`src/rtl/core/assert_macros.svh`:
```
// Assertion macros shared by the sequencer RTL.
// Assertions compile away when SYNTHESIS is defined.
`ifndef ASSERT_MACROS_SVH
`define ASSERT_MACROS_SVH
`ifndef SYNTHESIS
`define SPS_ASSERT(lbl, clk, rstn, prop) \
	lbl: assert property (@(posedge clk) disable iff (!rstn) prop) \
	else $error("sequencer assertion failed");
`define SPS_NEVER(lbl, clk, rstn, expr) \
	lbl: assert property (@(posedge clk) disable iff (!rstn) !(expr)) \
	else $error("sequencer forbidden condition");
`else
`define SPS_ASSERT(lbl, clk, rstn, prop)
`define SPS_NEVER(lbl, clk, rstn, expr)
`endif
`endif

```
`src/rtl/core/sps_pkg.sv`:
```
// Types, codes and constants of the stepper position sequencer.
// No dependencies.
`timescale 1ns / 1ps
package sps_pkg;

	localparam int TARGET_BITS = 12;
	localparam int SCALE_W     = 16;
	localparam int CFG_W       = 16;
	localparam int CFG_IDX_W   = 2;
	localparam int NUM_MOTORS  = 3;
	localparam int ROUND_HALF  = 128;

	localparam logic FUNC_CMD  = 1'b0;
	localparam logic FUNC_TICK = 1'b1;

	localparam logic [1:0] MOTOR_ACCEL   = 2'd0;
	localparam logic [1:0] MOTOR_DEFLECT = 2'd1;
	localparam logic [1:0] MOTOR_MAGNET  = 2'd2;

	localparam logic [CFG_IDX_W-1:0] CFG_HOLD    = 2'd0;
	localparam logic [CFG_IDX_W-1:0] CFG_ACCEL   = 2'd1;
	localparam logic [CFG_IDX_W-1:0] CFG_DEFLECT = 2'd2;
	localparam logic [CFG_IDX_W-1:0] CFG_MAGNET  = 2'd3;

	localparam logic [CFG_W-1:0] HOLD_RESET  = 16'd1000;
	localparam logic [CFG_W-1:0] SCALE_RESET = 16'd256;

	typedef struct packed {
		logic                   func;
		logic [1:0]             motor_id;
		logic [TARGET_BITS-1:0] target_level;
	} cmd_t;

	typedef struct packed {
		logic [3:0] accel_coils;
		logic [3:0] deflect_coils;
		logic [3:0] magnet_coils;
		logic       busy_res;
		logic       accepted;
		logic       move_done;
	} res_t;

	function automatic logic [3:0] coil_pattern(input logic [1:0] phase);
		logic [3:0] pat;
		case (phase)
			2'd0: pat = 4'h3;
			2'd1: pat = 4'h6;
			2'd2: pat = 4'hC;
			2'd3: pat = 4'h9;
			default: pat = 4'h3;
		endcase
		return pat;
	endfunction

	function automatic logic [1:0] next_phase(input logic [1:0] phase, input logic backward);
		return backward ? phase - 2'd1 : phase + 2'd1;
	endfunction

endpackage

```
`src/rtl/core/sps_step_count.sv`:
```
// Step count of a move: round(diff * scale) for a Q8.8 scale, saturated.
// Depends on sps_pkg.
`timescale 1ns / 1ps
module sps_step_count #(
	parameter int STEP_COUNT_BITS = 24
) (
	input  logic [sps_pkg::TARGET_BITS-1:0] diff,
	input  logic [sps_pkg::SCALE_W-1:0]     scale,
	output logic [STEP_COUNT_BITS-1:0]      count
);

	localparam int PROD_W = sps_pkg::TARGET_BITS + sps_pkg::SCALE_W;
	localparam int RND_W  = PROD_W - 7;
	localparam int WIDE_W = (RND_W > STEP_COUNT_BITS) ? RND_W : STEP_COUNT_BITS;
	localparam logic [WIDE_W-1:0] CMAX = WIDE_W'({STEP_COUNT_BITS{1'b1}});

	logic [PROD_W-1:0] prod;
	logic [PROD_W:0]   sum;
	logic [WIDE_W-1:0] rnd_w;

	assign prod  = PROD_W'(diff) * PROD_W'(scale);
	assign sum   = {1'b0, prod} + (PROD_W + 1)'(sps_pkg::ROUND_HALF);
	assign rnd_w = WIDE_W'(sum[PROD_W:8]);
	assign count = (rnd_w > CMAX) ? CMAX[STEP_COUNT_BITS-1:0] : rnd_w[STEP_COUNT_BITS-1:0];

endmodule

```
`src/rtl/core/stepper_position_sequencer_core.sv`:
```
// Throughput: one transaction per cycle while res_stall does not hold a result;
// each transaction yields one result.
// An input register feeds one pass of update logic into the result register.
// Reset (arst_n low, asynchronous) clears positions, phases and counters, idles
// the motors and loads hold 1000 and all scales 256.
`timescale 1ns / 1ps
`include "assert_macros.svh"
module stepper_position_sequencer_core #(
	parameter int STEP_COUNT_BITS = 24
) (
	input  logic                             clk,
	input  logic                             arst_n,
	input  logic                             cmd_valid,
	output logic                             cmd_stall,
	input  sps_pkg::cmd_t                    cmd,
	output logic                             res_valid,
	input  logic                             res_stall,
	output sps_pkg::res_t                    res,
	input  logic                             cfg_we,
	input  logic [sps_pkg::CFG_IDX_W-1:0]    cfg_index,
	input  logic [sps_pkg::CFG_W-1:0]        cfg_data
);

	localparam int TB = sps_pkg::TARGET_BITS;

	logic [sps_pkg::CFG_W-1:0] hold_cfg_q, accel_cfg_q, deflect_cfg_q, magnet_cfg_q;

	logic          valid_s1;
	sps_pkg::cmd_t cmd_s1;
	logic          fire;

	logic [TB-1:0]               pos_q   [sps_pkg::NUM_MOTORS];
	logic [1:0]                  phase_q [sps_pkg::NUM_MOTORS];
	logic [STEP_COUNT_BITS-1:0]  steps_q;
	logic [sps_pkg::CFG_W-1:0]   hold_q;
	logic [1:0]                  active_q;
	logic                        backward_q;
	logic                        moving_q;

	logic [TB-1:0]               pos_n   [sps_pkg::NUM_MOTORS];
	logic [1:0]                  phase_n [sps_pkg::NUM_MOTORS];
	logic [STEP_COUNT_BITS-1:0]  steps_n;
	logic [sps_pkg::CFG_W-1:0]   hold_n;
	logic [1:0]                  active_n;
	logic                        backward_n;
	logic                        moving_n;

	logic [3:0]                  coils [sps_pkg::NUM_MOTORS];
	logic                        acc, done;
	logic                        id_ok;
	logic [TB-1:0]               cur_pos;
	logic [TB-1:0]               diff;
	logic [sps_pkg::SCALE_W-1:0] scale;
	logic [STEP_COUNT_BITS-1:0]  cnt;
	logic [sps_pkg::CFG_W-1:0]   hold_val;
	logic [sps_pkg::CFG_W-1:0]   hold_dec;
	logic [STEP_COUNT_BITS-1:0]  steps_dec;
	logic                        back_new;

	sps_pkg::res_t res_n;
	sps_pkg::res_t res_q;
	logic          res_valid_q;
	logic          advance;

	// configuration registers
	always_ff @(posedge clk or negedge arst_n) begin
		if (!arst_n) begin
			hold_cfg_q    <= sps_pkg::HOLD_RESET;
			accel_cfg_q   <= sps_pkg::SCALE_RESET;
			deflect_cfg_q <= sps_pkg::SCALE_RESET;
			magnet_cfg_q  <= sps_pkg::SCALE_RESET;
		end else if (cfg_we) begin
			case (cfg_index)
				sps_pkg::CFG_HOLD:    hold_cfg_q    <= cfg_data;
				sps_pkg::CFG_ACCEL:   accel_cfg_q   <= cfg_data;
				sps_pkg::CFG_DEFLECT: deflect_cfg_q <= cfg_data;
				sps_pkg::CFG_MAGNET:  magnet_cfg_q  <= cfg_data;
				default: ;
			endcase
		end
	end

	// handshake
	assign advance   = !res_valid_q || !res_stall;
	assign cmd_stall = valid_s1 && !advance;
	assign fire      = valid_s1 && advance;

	always_ff @(posedge clk or negedge arst_n) begin
		if (!arst_n) begin
			valid_s1 <= 1'b0;
		end else if (!cmd_stall) begin
			valid_s1 <= cmd_valid;
		end
	end

	always_ff @(posedge clk) begin
		if (cmd_valid && !cmd_stall) begin
			cmd_s1 <= cmd;
		end
	end

	// operand selection
	always_comb begin
		id_ok   = 1'b1;
		cur_pos = pos_q[0];
		scale   = accel_cfg_q;
		case (cmd_s1.motor_id)
			sps_pkg::MOTOR_ACCEL: begin
				cur_pos = pos_q[0];
				scale   = accel_cfg_q;
			end
			sps_pkg::MOTOR_DEFLECT: begin
				cur_pos = pos_q[1];
				scale   = deflect_cfg_q;
			end
			sps_pkg::MOTOR_MAGNET: begin
				cur_pos = pos_q[2];
				scale   = magnet_cfg_q;
			end
			default: id_ok = 1'b0;
		endcase
	end

	assign back_new = cmd_s1.target_level < cur_pos;
	assign diff     = back_new ? cur_pos - cmd_s1.target_level : cmd_s1.target_level - cur_pos;
	assign hold_val = (hold_cfg_q == '0) ? sps_pkg::CFG_W'(1) : hold_cfg_q;
	assign hold_dec = (hold_q != '0) ? hold_q - sps_pkg::CFG_W'(1) : '0;
	assign steps_dec = (steps_q != '0) ? steps_q - STEP_COUNT_BITS'(1) : '0;

	sps_step_count #(
		.STEP_COUNT_BITS(STEP_COUNT_BITS)
	) u_step_count (
		.diff  (diff),
		.scale (scale),
		.count (cnt)
	);

	// item update
	always_comb begin
		pos_n      = pos_q;
		phase_n    = phase_q;
		steps_n    = steps_q;
		hold_n     = hold_q;
		active_n   = active_q;
		backward_n = backward_q;
		moving_n   = moving_q;
		coils      = '{default: 4'h0};
		acc        = 1'b0;
		done       = 1'b0;
		if (cmd_s1.func == sps_pkg::FUNC_CMD) begin
			if (!moving_q && id_ok) begin
				acc = 1'b1;
				pos_n[cmd_s1.motor_id] = cmd_s1.target_level;
				if (cnt != '0) begin
					backward_n = back_new;
					active_n   = cmd_s1.motor_id;
					steps_n    = cnt;
					hold_n     = hold_val;
					moving_n   = 1'b1;
					phase_n[cmd_s1.motor_id] =
						sps_pkg::next_phase(phase_q[cmd_s1.motor_id], back_new);
				end
			end
		end else if (moving_q) begin
			coils[active_q] = sps_pkg::coil_pattern(phase_q[active_q]);
			hold_n = hold_dec;
			if (hold_dec == '0) begin
				steps_n = steps_dec;
				if (steps_dec == '0) begin
					moving_n = 1'b0;
					done     = 1'b1;
				end else begin
					phase_n[active_q] = sps_pkg::next_phase(phase_q[active_q], backward_q);
					hold_n = hold_val;
				end
			end
		end
		res_n.accel_coils   = coils[0];
		res_n.deflect_coils = coils[1];
		res_n.magnet_coils  = coils[2];
		res_n.busy_res      = moving_n;
		res_n.accepted      = acc;
		res_n.move_done     = done;
	end

	always_ff @(posedge clk or negedge arst_n) begin
		if (!arst_n) begin
			pos_q      <= '{default: '0};
			phase_q    <= '{default: 2'd0};
			steps_q    <= '0;
			hold_q     <= '0;
			active_q   <= sps_pkg::MOTOR_ACCEL;
			backward_q <= 1'b0;
			moving_q   <= 1'b0;
		end else if (fire) begin
			pos_q      <= pos_n;
			phase_q    <= phase_n;
			steps_q    <= steps_n;
			hold_q     <= hold_n;
			active_q   <= active_n;
			backward_q <= backward_n;
			moving_q   <= moving_n;
		end
	end

	// result register
	always_ff @(posedge clk or negedge arst_n) begin
		if (!arst_n) begin
			res_valid_q <= 1'b0;
		end else if (advance) begin
			res_valid_q <= valid_s1;
		end
	end

	always_ff @(posedge clk) begin
		if (fire) begin
			res_q <= res_n;
		end
	end

	assign res_valid = res_valid_q;
	assign res       = res_q;

	`SPS_ASSERT(a_moving_has_steps, clk, arst_n, moving_q |-> (steps_q != '0 && hold_q != '0))
	`SPS_ASSERT(a_active_in_range, clk, arst_n, moving_q |-> (active_q != 2'd3))
	`SPS_ASSERT(a_one_motor_driven, clk, arst_n,
		res_valid_q |-> $onehot0({|res_q.accel_coils, |res_q.deflect_coils, |res_q.magnet_coils}))
	`SPS_ASSERT(a_accept_quiet, clk, arst_n,
		(res_valid_q && res_q.accepted) |-> (!res_q.move_done && res_q.accel_coils == 4'h0 &&
		res_q.deflect_coils == 4'h0 && res_q.magnet_coils == 4'h0))
	`SPS_ASSERT(a_done_ends_move, clk, arst_n, (fire && done) |=> !moving_q)

endmodule
```
`config.mk`:
```
export PLATFORM = sky130hd
export DESIGN_NAME = stepper_position_sequencer_core
export DESIGN_NICKNAME = d
export VERILOG_FILES = /design/src/rtl/core/sps_pkg.sv /design/src/rtl/core/sps_step_count.sv /design/src/rtl/core/stepper_position_sequencer_core.sv
export VERILOG_INCLUDE_DIRS = /design/src /design/src/rtl/core
export SDC_FILE = /design/constraint.sdc
export NUM_CORES = 1
export LEC_CHECK = 0
export ABC_AREA = 1
export BUFFER_PORTS_ARGS = -buffer_cell sky130_fd_sc_hd__buf_4
export CAP_MARGIN = 40
export CORE_MARGIN = 5
export CORE_UTILIZATION = 55
export DETAILED_ROUTE_END_ITERATION = 16
export PLACE_DENSITY_LB_ADDON = 0.08
export REMOVE_ABC_BUFFERS = 1
export SYNTH_ARGS = -nofsm -noshare
export SYNTH_HDL_FRONTEND = slang
export SYNTH_SLANG_ARGS = --single-unit
```
`constraint.sdc`:
```
create_clock -name clk -period 16.5 [get_ports clk]
set_input_delay 2.475 -clock clk [delete_from_list [all_inputs] [get_ports clk]]
set_output_delay 2.475 -clock clk [all_outputs]
set_load 0.005 [all_outputs]
```
==> results.md <==
- Clock tree buffer depth: 2
- Crit start category: flop
- Outcome: finished, final reports clean
- Multiplexer share of the synthesized area: less than 1%
- Seq/Total Area, Yosys: 27.6%
- CP most frequent cell: nand2_1
- Setup TNS: 0 ns
- Num ports: 55
- Synthesized area: between 15000 and 20000 um^2
- Initial antenna violation count: 0
- Clock-pin transition on the worst setup and hold timing paths: 0.07 ns
- Setup Viol. Count Final: 0
- Post-CTS setup buffer count: 0
- Synth top area cells: dfrtp_1, fa_1, nand2_1
- Die X: between 150 and 200 um
- Fill count: around 2900
- Async S/R FF share, synth: approximately 84%
- Vias in the first global route: 14800
- Unique cell type count in the Yosys netlist: 58
- Post_cts resized: 0
- FP Rows: between 60 and 70
- Worst-margin pin slew: a little over 0.9 ns
- Clock latency on the worst-skew pair: between 0.4 and 0.5 ns
- Synth top area share: a little over a fifth
- Final Cycle Share: 61.9%
- Hold Crit Class: reg -> reg
- Slowest CP cell: xor2_1
- Register-to-Register Path Depth: 46
- Gate count of the mapped netlist: ~2300
- Die ar.: about 35000 um^2
- Register bit total from synthesis: 182
- Nets@finish: ~2600
- Critical Path Sink Type: flop
- Adder-cell share of the synthesized area: around 25%
- Largest family of logic cells by synthesized area: simple AND/OR/NAND/NOR gates
- Compound-Gate Fraction of Synth Area: a little under a tenth
- Dpl hpwl: between 30000 and 40000 um
- Starting Density: a little under three fifths
- Initial detailed-routing violation count: 1094
- Top cells by count, synth: nand2_1, inv_1, nor2_1
- Via/cell ratio: about 5.4
- CP max stage delay: about 0.66 ns
- Fraction of layout cells with a size suffix above 1: about 7.4%
- Post-synth EDFFs: 30
- Final hold violations: 0
- Port bufs: 54
- Crit path kind: reg -> reg
- Grt total ovfl: 0
- Synth Area in Simple Gates: approximately 25%
- # diodes: 0
- Yosys warnings: 0
- Critical Path RT: roughly 17 ns
- Gpl congestion: around 0.9
- # hold bufs at CTS: 0
- First-pass GRT wire length: about 74000 um
- Cell with the most instances after synthesis: nand2_1
- Pin count of the biggest net entering global routing: 62
- Area grow syn2layout: 8.67%
- Synth Flop Type: dfrtp_1
- DRT Wirelength: roughly 44000 um
- RSZ-0062 raised after global routing: no
- Critical path arrival: about 11 ns
- Residual DRC: 0
- Placeable Area: 30600 um^2
- DRT antenna net count: 0
- Drt wl/cell: between 15 and 20 um
- TritonCTS buffer count: 17
- Slew HR: between 30% and 40%
- Worst hold stages: 2
- Syn avg cell area: about 7.5 um^2
- TritonCTS clock tree: done
- Fmax: between 90 and 100 MHz
- Total number of vias: approximately 15000
- Die extent in y: about 190 um
- Cell taking the most area after synthesis: dfrtp_1
- Clock period minus worst slack: ~10 ns
- Clock Skew: around 0.013 ns
- H-tree depth: 4
- First drt pass iteration count: 6
- GRT Total Usage: 26.6%
- Max-Cap Viols: 0
- Final Max Slew Viols: 0
- Xor/xnor share of the synthesized area: 2.15%
- CTS Sinks: around 180
- Worst-path fanout max: 56
- CTS Root Cell: clkbuf_16
## layout make-up
cell class	instances	area [um^2]	share of cell area [%]
Clock buffer	20	479	2.58
Clock inverter	12	101	0.546
Inverter	390	1460	7.89
Multi-Input combinational cell	1635	10600	57.2
Sequential cell	182	4720	25.4
Tap cell	396	495	2.67
Timing Repair Buffer	82	689	3.72
## per-stage QoR
stage / instance area (um^2) / worst slack (ns) / hold WS (ns) / instances / util [%]
2_1_floorplan: 16800 / 7.39 / 0.434 / 2207 / -
3_3_place_gp: 17800 / 6.41 / 0.452 / 2675 / 58.3
3_5_place_dp: 18000 / 6.43 / 0.469 / 2685 / 58.7
4_1_cts: 18500 / 6.37 / 0.482 / 2717 / 60.6
5_1_grt: 18500 / 5.49 / 0.506 / 2717 / 60.6
6_report: 18500 / 6.29 / 0.477 / 2717 / 60.6
## state kept, by name (all words and copies together), names as in the netlist
register	count
pos_q	36
steps_q	24
accel_cfg_q	16
deflect_cfg_q	16
hold_cfg_q	16
hold_q	16
magnet_cfg_q	16
cmd_s1	15
res	15
phase_q	6
active_q	2
backward_q	1
moving_q	1
res_valid	1
valid_s1	1
## critical path: cells and delay by family, from the launching register on
| family | cells | cell delay, ns |
|---|---|---|
| xor gates and xnor gates | 2 | 0.96 |
| DFF | 1 | 0.45 |
| and+or+nand+nor | 21 | 2.61 |
| adders and majority gates | 8 | 3.51 |
| buffers and inverters | 11 | 1.82 |
| AOI/OAI and AO/OA | 4 | 0.73 |
## cells by family (layout without fill, tap and decap cells)
family	Yosys count	in the layout
buffers and inverters	449	504
XOR/XNOR	41	41
flip-flops	182	182
AND/OR/NAND/NOR	1031	1031
multiplexers	3	3
AO/OA/AOI/OAI	307	307
adder cells (fa/ha/maj)	253	253
## worst paths after layout
kind	start	slack (ns)	endpoint
min in group asynchronous	arst_n	1.93	steps_q[1]
max	cmd_s1[12]	6.29	steps_q[11]
max in group asynchronous	arst_n	13.34	magnet_cfg_q[12]
min reg2reg	valid_s1	0.48	res_valid
max reg2reg	cmd_s1[12]	6.29	steps_q[11]
min	valid_s1	0.48	res_valid
## cells in the final DEF, fill, tap and decap left out, drive strengths merged, types with 3 or more instances in the layout
master	count
o21ai	231
o21bai	3
fa	143
mux2i	3
ha	110
nor3b	4
xor2	31
clkbuf	20
nand2	634
a21oi	47
dfrtp	143
nor4	8
edfxtp	30
nand4	38
nor3	12
dfstp	9
xnor2	10
a221oi	3
clkinv	6
nand3	98
o21a	4
o22ai	6
inv	395
buf	82
nor2	233
## metal layers
metal	track usage [%]	vias to the layer above	wire length, um
met1	35.9	7004	19700
met5	0	-	0
li1	-	7171	-
met2	44.2	386	21000
met3	3.83	80	1980
met4	9.33	0	1360
Power is left out: the tool's default activity adds up to more than one toggle a clock period on the data nets, which glitch-free logic cannot reach.
